[src/rtl/core/sts_pkg.sv]
// shared types, constants and the punctuator lookup function of the source token scanner
// no dependencies
`timescale 1ns / 1ps

package sts_pkg;

    localparam int POSITION_BITS_DEFAULT = 32;
    localparam int KEYWORD_CHARS_DEFAULT = 6;
    localparam int OUT_W                 = 32;
    localparam int KIND_W                = 5;
    localparam int QUEUE_DEPTH           = 4;
    localparam int KEYWORD_COUNT         = 6;
    localparam int KEYWORD_MAX_CHARS     = 6;
    localparam int IN_DATA_W             = 8;
    localparam int OUT_DATA_W            = 136;

    // token kinds
    localparam logic [KIND_W-1:0] KIND_NUMBER        = 5'd13;
    localparam logic [KIND_W-1:0] KIND_NAME          = 5'd14;
    localparam logic [KIND_W-1:0] KIND_FIRST_KEYWORD = 5'd15;
    localparam logic [KIND_W-1:0] KIND_EOF           = 5'd21;
    localparam logic [KIND_W-1:0] KIND_UNKNOWN       = 5'd22;

    // tuser codes on the input side
    localparam logic OP_BYTE = 1'b0;
    localparam logic OP_END  = 1'b1;

    typedef enum logic [2:0] {
        MODE_IDLE,
        MODE_NUMBER,
        MODE_NAME,
        MODE_HASH,
        MODE_LINE_COMMENT,
        MODE_BLOCK,
        MODE_BLOCK_HASH,
        MODE_HALT
    } sts_mode_t;

    // keyword text, right aligned, in kind order
    localparam logic [8*KEYWORD_MAX_CHARS-1:0] KW_VALUE [KEYWORD_COUNT] = '{
        48'("var"), 48'("val"), 48'("struct"), 48'("fun"), 48'("print"), 48'("return")
    };
    localparam int KW_LEN [KEYWORD_COUNT] = '{3, 3, 6, 3, 5, 6};

    // one result beat
    typedef struct packed {
        logic              last;
        logic [OUT_W-1:0]  column;
        logic [OUT_W-1:0]  line;
        logic [OUT_W-1:0]  length;
        logic [OUT_W-1:0]  start;
        logic [KIND_W-1:0] kind;
    } sts_beat_t;

    // punctuator lookup: bit 5 set when the byte is one, low bits give the kind
    function automatic logic [KIND_W:0] punct_lookup(input logic [7:0] c);
        logic [KIND_W:0] r;
        r = '0;
        case (c)
            8'h28:   r = {1'b1, 5'd0};   // (
            8'h29:   r = {1'b1, 5'd1};   // )
            8'h7B:   r = {1'b1, 5'd2};   // {
            8'h7D:   r = {1'b1, 5'd3};   // }
            8'h2E:   r = {1'b1, 5'd4};   // .
            8'h2C:   r = {1'b1, 5'd5};   // ,
            8'h3B:   r = {1'b1, 5'd6};   // ;
            8'h3A:   r = {1'b1, 5'd7};   // :
            8'h2D:   r = {1'b1, 5'd8};   // -
            8'h2B:   r = {1'b1, 5'd9};   // +
            8'h2A:   r = {1'b1, 5'd10};  // *
            8'h2F:   r = {1'b1, 5'd11};  // /
            8'h3D:   r = {1'b1, 5'd12};  // =
            default: r = '0;
        endcase
        return r;
    endfunction

endpackage

[src/rtl/core/sts_result_queue.sv]
// small result queue: up to two beats pushed per cycle, one popped
// depends on sts_pkg (beat type, depth)
`timescale 1ns / 1ps

module sts_result_queue #(
    parameter int DEPTH = sts_pkg::QUEUE_DEPTH   // power of two, at least 4
) (
    input  logic              aclk,
    input  logic              aresetn,
    input  logic [1:0]        push_count,
    input  sts_pkg::sts_beat_t push_beat [2],
    output logic              room_for_two,
    output logic              out_valid,
    input  logic              out_ready,
    output sts_pkg::sts_beat_t out_beat
);

    localparam int PTR_W = $clog2(DEPTH);
    localparam int CNT_W = $clog2(DEPTH + 1);

    sts_pkg::sts_beat_t entry_reg [DEPTH];
    logic [PTR_W-1:0] wr_ptr_reg, wr_ptr_next;
    logic [PTR_W-1:0] rd_ptr_reg, rd_ptr_next;
    logic [CNT_W-1:0] count_reg, count_next;
    logic             pop;

    assign out_valid    = (count_reg != '0);
    assign out_beat     = entry_reg[rd_ptr_reg];
    assign room_for_two = (count_reg <= CNT_W'(DEPTH - 2));
    assign pop          = out_valid && out_ready;

    always_comb begin
        wr_ptr_next = wr_ptr_reg + PTR_W'(push_count);
        rd_ptr_next = rd_ptr_reg + PTR_W'(pop);
        count_next  = count_reg + CNT_W'(push_count) - CNT_W'(pop);
    end

    always_ff @(posedge aclk) begin
        if (!aresetn) begin
            wr_ptr_reg <= '0;
            rd_ptr_reg <= '0;
            count_reg  <= '0;
        end else begin
            wr_ptr_reg <= wr_ptr_next;
            rd_ptr_reg <= rd_ptr_next;
            count_reg  <= count_next;
        end
    end

    // payload storage, no reset
    always_ff @(posedge aclk) begin
        if (push_count != 2'd0) begin
            entry_reg[wr_ptr_reg] <= push_beat[0];
        end
        if (push_count == 2'd2) begin
            entry_reg[wr_ptr_reg + PTR_W'(1)] <= push_beat[1];
        end
    end

endmodule

[src/rtl/core/source_token_scanner.sv]
// top level of the source token scanner: lexer state and per-byte token logic
// depends on sts_pkg and sts_result_queue
`timescale 1ns / 1ps

// Streaming lexer. One source byte (tuser = 0) or an end-of-source mark
// (tuser = 1) enters per beat and is scanned in the cycle it is accepted:
// the lexer state registers and a four-entry result queue are updated at
// that edge, so a token beat can appear on the master side the cycle after
// the byte that ends it. Each input beat gives zero, one or two result beats
// (a closed number or name followed by the token the byte itself starts);
// tlast marks the final result beat of an input beat. s_tready depends only
// on the queue having two free entries, so with the output side taking beats
// the scanner runs at one byte per cycle; the single output port (one beat a
// cycle) is the only thing that slows it, when bytes give two results each.
// After an unknown byte or the end mark the scanner halts, still accepting
// beats but giving no results, until reset. Positions, line and column
// counters are POSITION_BITS wide and saturate; output fields are the low 32
// bits. Only names of up to KEYWORD_CHARS bytes are checked against keywords.
module source_token_scanner #(
    parameter int POSITION_BITS = sts_pkg::POSITION_BITS_DEFAULT,  // 16 to 64
    parameter int KEYWORD_CHARS = sts_pkg::KEYWORD_CHARS_DEFAULT   // 6 to 8
) (
    input  logic                           aclk,
    input  logic                           aresetn,
    // input beats
    input  logic                           s_tvalid,
    output logic                           s_tready,
    input  logic [sts_pkg::IN_DATA_W-1:0]  s_tdata,   // [7:0] char_code
    input  logic                           s_tuser,   // [0] operation
    // result beats
    output logic                           m_tvalid,
    input  logic                           m_tready,
    output logic [sts_pkg::OUT_DATA_W-1:0] m_tdata,   // [4:0] token_kind, [36:5] start_index,
                                                      // [68:37] token_length,
                                                      // [100:69] line_number,
                                                      // [132:101] column, [135:133] zero
    output logic                           m_tlast    // last_of_run
);

    localparam int PB     = POSITION_BITS;
    localparam int WIN_W  = 8 * KEYWORD_CHARS;
    localparam int FILL_W = $clog2(KEYWORD_CHARS + 1);
    localparam logic [PB-1:0] POS_MAX = '1;

    // lexer state
    sts_pkg::sts_mode_t mode_reg, mode_next;
    logic [PB-1:0]     pos_reg, pos_next;
    logic [PB-1:0]     tok_start_reg, tok_start_next;
    logic [PB-1:0]     line_reg, line_next;
    logic [PB-1:0]     line_begin_reg, line_begin_next;
    logic [PB-1:0]     start_line_reg, start_line_next;
    logic [PB-1:0]     start_col_reg, start_col_next;
    logic [WIN_W-1:0]  window_reg, window_next;
    logic [FILL_W-1:0] fill_reg, fill_next;
    logic              overflow_reg, overflow_next;

    // per-beat results
    sts_pkg::sts_beat_t res [2];
    logic [1:0]         res_count;
    logic [1:0]         push_count;
    logic               accept;
    logic               room_for_two;
    sts_pkg::sts_beat_t out_beat;

    // byte classes
    logic [7:0]             c;
    logic                   is_decimal, is_letter, is_op, is_blank, is_newline, is_hash;
    logic [sts_pkg::KIND_W:0] punct;
    logic [PB-1:0]          col_now, tok_len;
    logic [sts_pkg::KIND_W-1:0] name_kind;

    assign accept   = s_tvalid && s_tready;
    assign s_tready = room_for_two;
    assign c        = s_tdata;

    assign is_decimal = (c >= 8'h30) && (c <= 8'h39);
    assign is_letter  = ((c >= 8'h61) && (c <= 8'h7A)) || ((c >= 8'h41) && (c <= 8'h5A));
    assign is_op      = (c == 8'h2B) || (c == 8'h2D) || (c == 8'h2A) || (c == 8'h2F);
    assign is_blank   = (c == 8'h20) || (c == 8'h09) || (c == 8'h0D);
    assign is_newline = (c == 8'h0A);
    assign is_hash    = (c == 8'h23);
    assign punct      = sts_pkg::punct_lookup(c);

    // column of the current byte and length of the open token ending here
    assign col_now = (pos_reg >= line_begin_reg) ? pos_reg - line_begin_reg : '0;
    assign tok_len = (pos_reg >= tok_start_reg) ? pos_reg - tok_start_reg : '0;

    // keyword match on the collected name window
    always_comb begin
        name_kind = sts_pkg::KIND_NAME;
        if (!overflow_reg) begin
            for (int k = 0; k < sts_pkg::KEYWORD_COUNT; k++) begin
                if ((fill_reg == FILL_W'(sts_pkg::KW_LEN[k]))
                        && (window_reg == WIN_W'(sts_pkg::KW_VALUE[k]))) begin
                    name_kind = sts_pkg::KIND_FIRST_KEYWORD + sts_pkg::KIND_W'(k);
                end
            end
        end
    end

    function automatic sts_pkg::sts_beat_t make_beat(
        input logic [sts_pkg::KIND_W-1:0] kind,
        input logic [PB-1:0] start,
        input logic [PB-1:0] len,
        input logic [PB-1:0] line,
        input logic [PB-1:0] col
    );
        sts_pkg::sts_beat_t b;
        b.last   = 1'b0;
        b.kind   = kind;
        b.start  = sts_pkg::OUT_W'(start);
        b.length = sts_pkg::OUT_W'(len);
        b.line   = sts_pkg::OUT_W'(line);
        b.column = sts_pkg::OUT_W'(col);
        return b;
    endfunction

    function automatic logic [PB-1:0] sat_inc(input logic [PB-1:0] v);
        return (v == POS_MAX) ? v : v + PB'(1);
    endfunction

    // scanner: next state and results for the beat at the port
    always_comb begin
        logic open_tok;
        logic do_idle;
        mode_next       = mode_reg;
        pos_next        = pos_reg;
        tok_start_next  = tok_start_reg;
        line_next       = line_reg;
        line_begin_next = line_begin_reg;
        start_line_next = start_line_reg;
        start_col_next  = start_col_reg;
        window_next     = window_reg;
        fill_next       = fill_reg;
        overflow_next   = overflow_reg;
        res[0]          = '0;
        res[1]          = '0;
        res_count       = 2'd0;
        open_tok        = (mode_reg == sts_pkg::MODE_NUMBER) || (mode_reg == sts_pkg::MODE_NAME);
        do_idle         = 1'b0;

        if (mode_reg == sts_pkg::MODE_HALT) begin
            // halted: beats are swallowed
        end else if (s_tuser == sts_pkg::OP_END) begin
            // close the open token, then end of file at the current position
            if (open_tok) begin
                res[res_count[0]] = make_beat(
                    (mode_reg == sts_pkg::MODE_NUMBER) ? sts_pkg::KIND_NUMBER : name_kind,
                    tok_start_reg, tok_len, start_line_reg, start_col_reg);
                res_count = res_count + 2'd1;
            end
            res[res_count[0]] = make_beat(sts_pkg::KIND_EOF, pos_reg, '0, line_reg, col_now);
            res_count = res_count + 2'd1;
            mode_next = sts_pkg::MODE_HALT;
        end else begin
            pos_next = sat_inc(pos_reg);
            case (mode_reg)
                sts_pkg::MODE_NUMBER: begin
                    do_idle = !is_decimal;
                end
                sts_pkg::MODE_NAME: begin
                    if (is_letter || is_decimal || is_op) begin
                        if (fill_reg >= FILL_W'(KEYWORD_CHARS)) begin
                            overflow_next = 1'b1;
                        end else begin
                            window_next = {window_reg[WIN_W-9:0], c};
                            fill_next   = fill_reg + FILL_W'(1);
                        end
                    end else begin
                        do_idle = 1'b1;
                    end
                end
                sts_pkg::MODE_HASH: begin
                    if (is_hash) begin
                        mode_next = sts_pkg::MODE_BLOCK;
                    end else if (is_newline) begin
                        mode_next       = sts_pkg::MODE_IDLE;
                        line_next       = sat_inc(line_reg);
                        line_begin_next = sat_inc(pos_reg);
                    end else begin
                        mode_next = sts_pkg::MODE_LINE_COMMENT;
                    end
                end
                sts_pkg::MODE_LINE_COMMENT: begin
                    if (is_newline) begin
                        mode_next       = sts_pkg::MODE_IDLE;
                        line_next       = sat_inc(line_reg);
                        line_begin_next = sat_inc(pos_reg);
                    end
                end
                sts_pkg::MODE_BLOCK: begin
                    if (is_hash) begin
                        mode_next = sts_pkg::MODE_BLOCK_HASH;
                    end else if (is_newline) begin
                        line_next       = sat_inc(line_reg);
                        line_begin_next = sat_inc(pos_reg);
                    end
                end
                sts_pkg::MODE_BLOCK_HASH: begin
                    if (is_hash) begin
                        mode_next = sts_pkg::MODE_IDLE;
                    end else begin
                        mode_next = sts_pkg::MODE_BLOCK;
                        if (is_newline) begin
                            line_next       = sat_inc(line_reg);
                            line_begin_next = sat_inc(pos_reg);
                        end
                    end
                end
                default: begin
                    do_idle = 1'b1;
                end
            endcase

            if (do_idle) begin
                // a number or name ends just before this byte
                if (open_tok) begin
                    res[0] = make_beat(
                        (mode_reg == sts_pkg::MODE_NUMBER) ? sts_pkg::KIND_NUMBER : name_kind,
                        tok_start_reg, tok_len, start_line_reg, start_col_reg);
                    res_count = 2'd1;
                end
                mode_next = sts_pkg::MODE_IDLE;
                if (is_blank) begin
                    // skipped
                end else if (is_newline) begin
                    line_next       = sat_inc(line_reg);
                    line_begin_next = sat_inc(pos_reg);
                end else if (punct[sts_pkg::KIND_W]) begin
                    res[res_count[0]] = make_beat(punct[sts_pkg::KIND_W-1:0], pos_reg,
                                                  PB'(1), line_reg, col_now);
                    res_count = res_count + 2'd1;
                end else if (is_hash) begin
                    mode_next = sts_pkg::MODE_HASH;
                end else if (is_decimal) begin
                    tok_start_next  = pos_reg;
                    start_line_next = line_reg;
                    start_col_next  = col_now;
                    mode_next       = sts_pkg::MODE_NUMBER;
                end else if (is_letter) begin
                    tok_start_next  = pos_reg;
                    start_line_next = line_reg;
                    start_col_next  = col_now;
                    window_next     = WIN_W'(c);
                    fill_next       = FILL_W'(1);
                    overflow_next   = 1'b0;
                    mode_next       = sts_pkg::MODE_NAME;
                end else begin
                    // unknown byte: report and halt
                    res[res_count[0]] = make_beat(sts_pkg::KIND_UNKNOWN, pos_reg,
                                                  PB'(1), line_reg, col_now);
                    res_count = res_count + 2'd1;
                    mode_next = sts_pkg::MODE_HALT;
                end
            end
        end

        // flag the final beat of this input beat
        if (res_count == 2'd1) begin
            res[0].last = 1'b1;
        end else if (res_count == 2'd2) begin
            res[1].last = 1'b1;
        end
    end

    always_ff @(posedge aclk) begin
        if (!aresetn) begin
            mode_reg       <= sts_pkg::MODE_IDLE;
            pos_reg        <= '0;
            tok_start_reg  <= '0;
            line_reg       <= PB'(1);
            line_begin_reg <= '0;
            start_line_reg <= PB'(1);
            start_col_reg  <= '0;
            window_reg     <= '0;
            fill_reg       <= '0;
            overflow_reg   <= 1'b0;
        end else if (accept) begin
            mode_reg       <= mode_next;
            pos_reg        <= pos_next;
            tok_start_reg  <= tok_start_next;
            line_reg       <= line_next;
            line_begin_reg <= line_begin_next;
            start_line_reg <= start_line_next;
            start_col_reg  <= start_col_next;
            window_reg     <= window_next;
            fill_reg       <= fill_next;
            overflow_reg   <= overflow_next;
        end
    end

    assign push_count = accept ? res_count : 2'd0;

    // result queue decouples the master side from the scanner
    sts_result_queue #(
        .DEPTH(sts_pkg::QUEUE_DEPTH)
    ) u_queue (
        .aclk        (aclk),
        .aresetn     (aresetn),
        .push_count  (push_count),
        .push_beat   (res),
        .room_for_two(room_for_two),
        .out_valid   (m_tvalid),
        .out_ready   (m_tready),
        .out_beat    (out_beat)
    );

    assign m_tdata = {3'b000, out_beat.column, out_beat.line, out_beat.length,
                      out_beat.start, out_beat.kind};
    assign m_tlast = out_beat.last;

endmodule

[config.mk]
export PLATFORM = sky130hd
export DESIGN_NAME = source_token_scanner
export DESIGN_NICKNAME = d
export VERILOG_FILES = /design/src/rtl/core/sts_pkg.sv /design/src/rtl/core/sts_result_queue.sv /design/src/rtl/core/source_token_scanner.sv
export SDC_FILE = /design/constraint.sdc
export NUM_CORES = 2
export LEC_CHECK = 0
export BUFFER_PORTS_ARGS = -buffer_cell sky130_fd_sc_hd__buf_4
export CAP_MARGIN = 5
export CORE_ASPECT_RATIO = 1.1
export CORE_UTILIZATION = 45
export DETAILED_ROUTE_END_ITERATION = 10
export MAX_ROUTING_LAYER = met4
export PLACE_DENSITY = 0.6
export SYNTH_ARGS = -nofsm -noshare
export SYNTH_HDL_FRONTEND = slang
export SYNTH_SLANG_ARGS = --single-unit
[constraint.sdc]
create_clock -name aclk -period 16 [get_ports aclk]
set_input_delay 2.4 -clock aclk [delete_from_list [all_inputs] [get_ports aclk]]
set_output_delay 2.4 -clock aclk [all_outputs]
set_load 0.02 [all_outputs]
==> flow_summary.toml <==
[drt]
drt_pass1_iterations = 10
wl_um = 121000
number_of_drc_markers_after_the_initial_detailed_route_iteration = 2671
vias_per_cell = 5.94
ant_nets = 0
detailroute.via_count = 31800
drc = 1
post_drt_wl_per_cell_um = 22.5

[clocking]
cts_made_buffers = 85
tritoncts = "done"
cts_buffer_depth = 3
cell_chosen_for_the_clock_root = "clkbuf_16"
cts_max_level = 3
postCtsHoldBufs = 0
post_cts_setup_inserts = 0
worst_setup_hold_path_clk_slew_ps = 60
cts_resized = 0
cts_sinks = 790
worst_skew_pair_later_pin_latency_ps = 650

[place]
dp_hpwl_um = 76300
placer_congestion = 0.920
dpl_cell_area_um2 = 43200
place.port_buffers = 148

[critical_path]
worstSetupStartpointType = "input port"
timing.critical_path.to_type = "register"
critical_path_class = "input port to register"
worstPathRequired_ps = 16260
critPathMaxFanout = 159
arrival_ps = 6890
timing.critical_path.from = "s_tdata[0]"
worst_r2r_startpoint = "mode_reg[2]"

[global_routing]
first_global_vias = 30600
overflow = 0
largest_net_degree_at_the_start_of_global_routing = 160
antenna_violations_before_repair = 1
grt_first_pass_wirelength_um = 184000
grtUsageTotal_pct = 26.5

[logic_synthesis]
yosys_register_bits = 790
yosys.area_share.xor_xnor_pct = 2.76
compound_cell_area_share_of_the_yosys_netlist_pct = 15.4
synth_top_area_cell = "edfxtp_1"
syn_avg_cell_area_um2 = 10.0
synth_top_family_by_area = "simple AND/OR/NAND/NOR gates"
synth_async_sr_flop_share_pct = 0
synth-edff-count = 536
yosysTopAreaCellShare_pct = 39.0
post_synth_main_area_contributors = "edfxtp_1 39%, dfxtp_1 12%, mux4_2 7.3%"
yosys_warnings = 0
synthCells = 4130
seq_area_frac_synth_pct = 51.3
synth_simple_gate_area_share_pct = 16.2
main_synth_ff_type = "edfxtp_1"
synth.area.mux_share_pct = 7.97
post_synth_instance_area_um2 = 41300
post_synth_num_cell_types = 93
synth_fa_ha_area_share_pct = 2.47

[layout]
nNetsFinal = 4204
drive_above_1_share_pct = 12.3
largest_reg_flops = 536
fin_area_um2 = 46000
layout_stage_area_growth_over_the_synthesis_result_pct = 11.4
most_frequent_standard_cell_in_the_layout_excluding_fill_and_tap_cells = "nand2_1"
num-fill-cells = 8201
layout.cells.most_common_list = "717 x nand2_1, 536 x edfxtp_1, 406 x o21ai_0, 390 x nor2_1, 252 x dfxtp_1"

[sta]
post-route-period-util_pct = 41.4
fin_skew_ps = 26.7
timing.setup.tns_ps = 0
worstMarginPinSlew_ps = 1180
max_clock_freq_mhz = 151
max_slew_vio_count = 0
grt_setup_unrepaired = "no"
slew_headroom_pct = 20.7
finalCriticalPeriod_ps = 6630
finalSetupViolations = 0
finalHoldViolations = 0

[min_path]
hold_path.class = "register to register"
hold_start = "start_col_reg[18]"

[outcome]
violations = "DRC"
status = "complete, but fails checks"

[power_and_ir_drop]
cellLeakagePower_uw = 0.0162
max-vdd-ir-drop_uv = 133
pwr_density_cell_nw_per_um2 = 138

[floorplan]
die-height_um = 320
floorplan.die_area_um2 = 93000
die_width_um = 291
design.portCount = 152
initial_utilization_pct = 45.4
fp-row-count = 116
coreArea_um2 = 91000

[run]
maxCapViolCount = 0
per-stage QoR:
step                      power [uW]  instances  setup slack, ps  utilization (%)  hold WS (ps)
final                           6350       5361             9370             50.5           460
after global routing            6580       5361             9120             50.5           479
after CTS                       6400       5360             9380             50.5           462
after detailed placement        4460       5205             8690             47.5           449
after global placement          4460       5205             8780             47.5           436
after floorplan                 3780       4132              904                -           424
per-layer routing:
| metal | track usage [%] | vias up | wire length, um |
|---|---|---|---|
| li1 | - | 14900 | - |
| met1 | 34.8 | 15700 | 51900 |
| met2 | 42.7 | 1061 | 57900 |
| met3 | 4.01 | 173 | 8040 |
| met4 | 7.16 | 0 | 2830 |
| met5 | - | - | 0 |
worst max-delay path: stages:
cell and delay, ps:
buf_4 170, or4_1 540, o22ai_2 210, or2_2 260
ha_1 260, o32ai_1 390, a21o_1 340, nand4_1 200
buf_12 320, o21ai_4 130, buf_4 580, buf_4 870
layout make-up:
type	instances	area (um2)	share of cell area [%]
Sequential cell	790	21200	46.1
Clock buffer	124	2440	5.30
Multi-Input combinational cell	2927	18600	40.5
Antenna cell	1	2.50	0.00544
Tap cell	1180	1480	3.21
Inverter	104	392	0.852
Timing Repair Buffer	204	1570	3.41
Clock inverter	31	312	0.677
kinds of logic after synthesis:
kind of cell / count (synthesis)
simple gates: 1515
compound gates: 1038
flops: 790
buf+inv: 415
mux: 161
xor+xnor: 130
fa+ha+maj: 80
other cells: 1
where the power goes:
part / internal [uW] / switching, uW
clock network: 1110 / 835
registers: 2450 / 90.1
logic: 643 / 1210
synth_stat cells (all sizes together) (9+ instances only):
cell     instances
edfxtp         536
or3             33
o21ai          416
nand2          717
ha              76
a22o            10
o211a           29
o211ai          15
nor3            36
xnor2           74
nand2b          21
buf             86
a21boi          49
a21oi          235
nor4            17
a31oi           11
a21o            32
and2            46
xor2            56
a211oi          14
nor2           398
nand3           93
clkbuf         225
dfxtp          254
mux4           134
mux2i           25
inv            103
a22oi          121
and3            27
o2bb2ai          9
nor2b           45
o22ai           25
nand4           34
path summary, 6_finish.rpt:
check        cells past startpoint                        end  slack, ps
max reg2reg                      9  u_queue.entry_reg[2][127]      11030
min reg2reg                      2          start_col_reg[18]        460
max                             12  u_queue.entry_reg[2][127]       9370
min                              2          start_col_reg[18]        460
No activity file was read; power rests on OpenSTA's default activity.
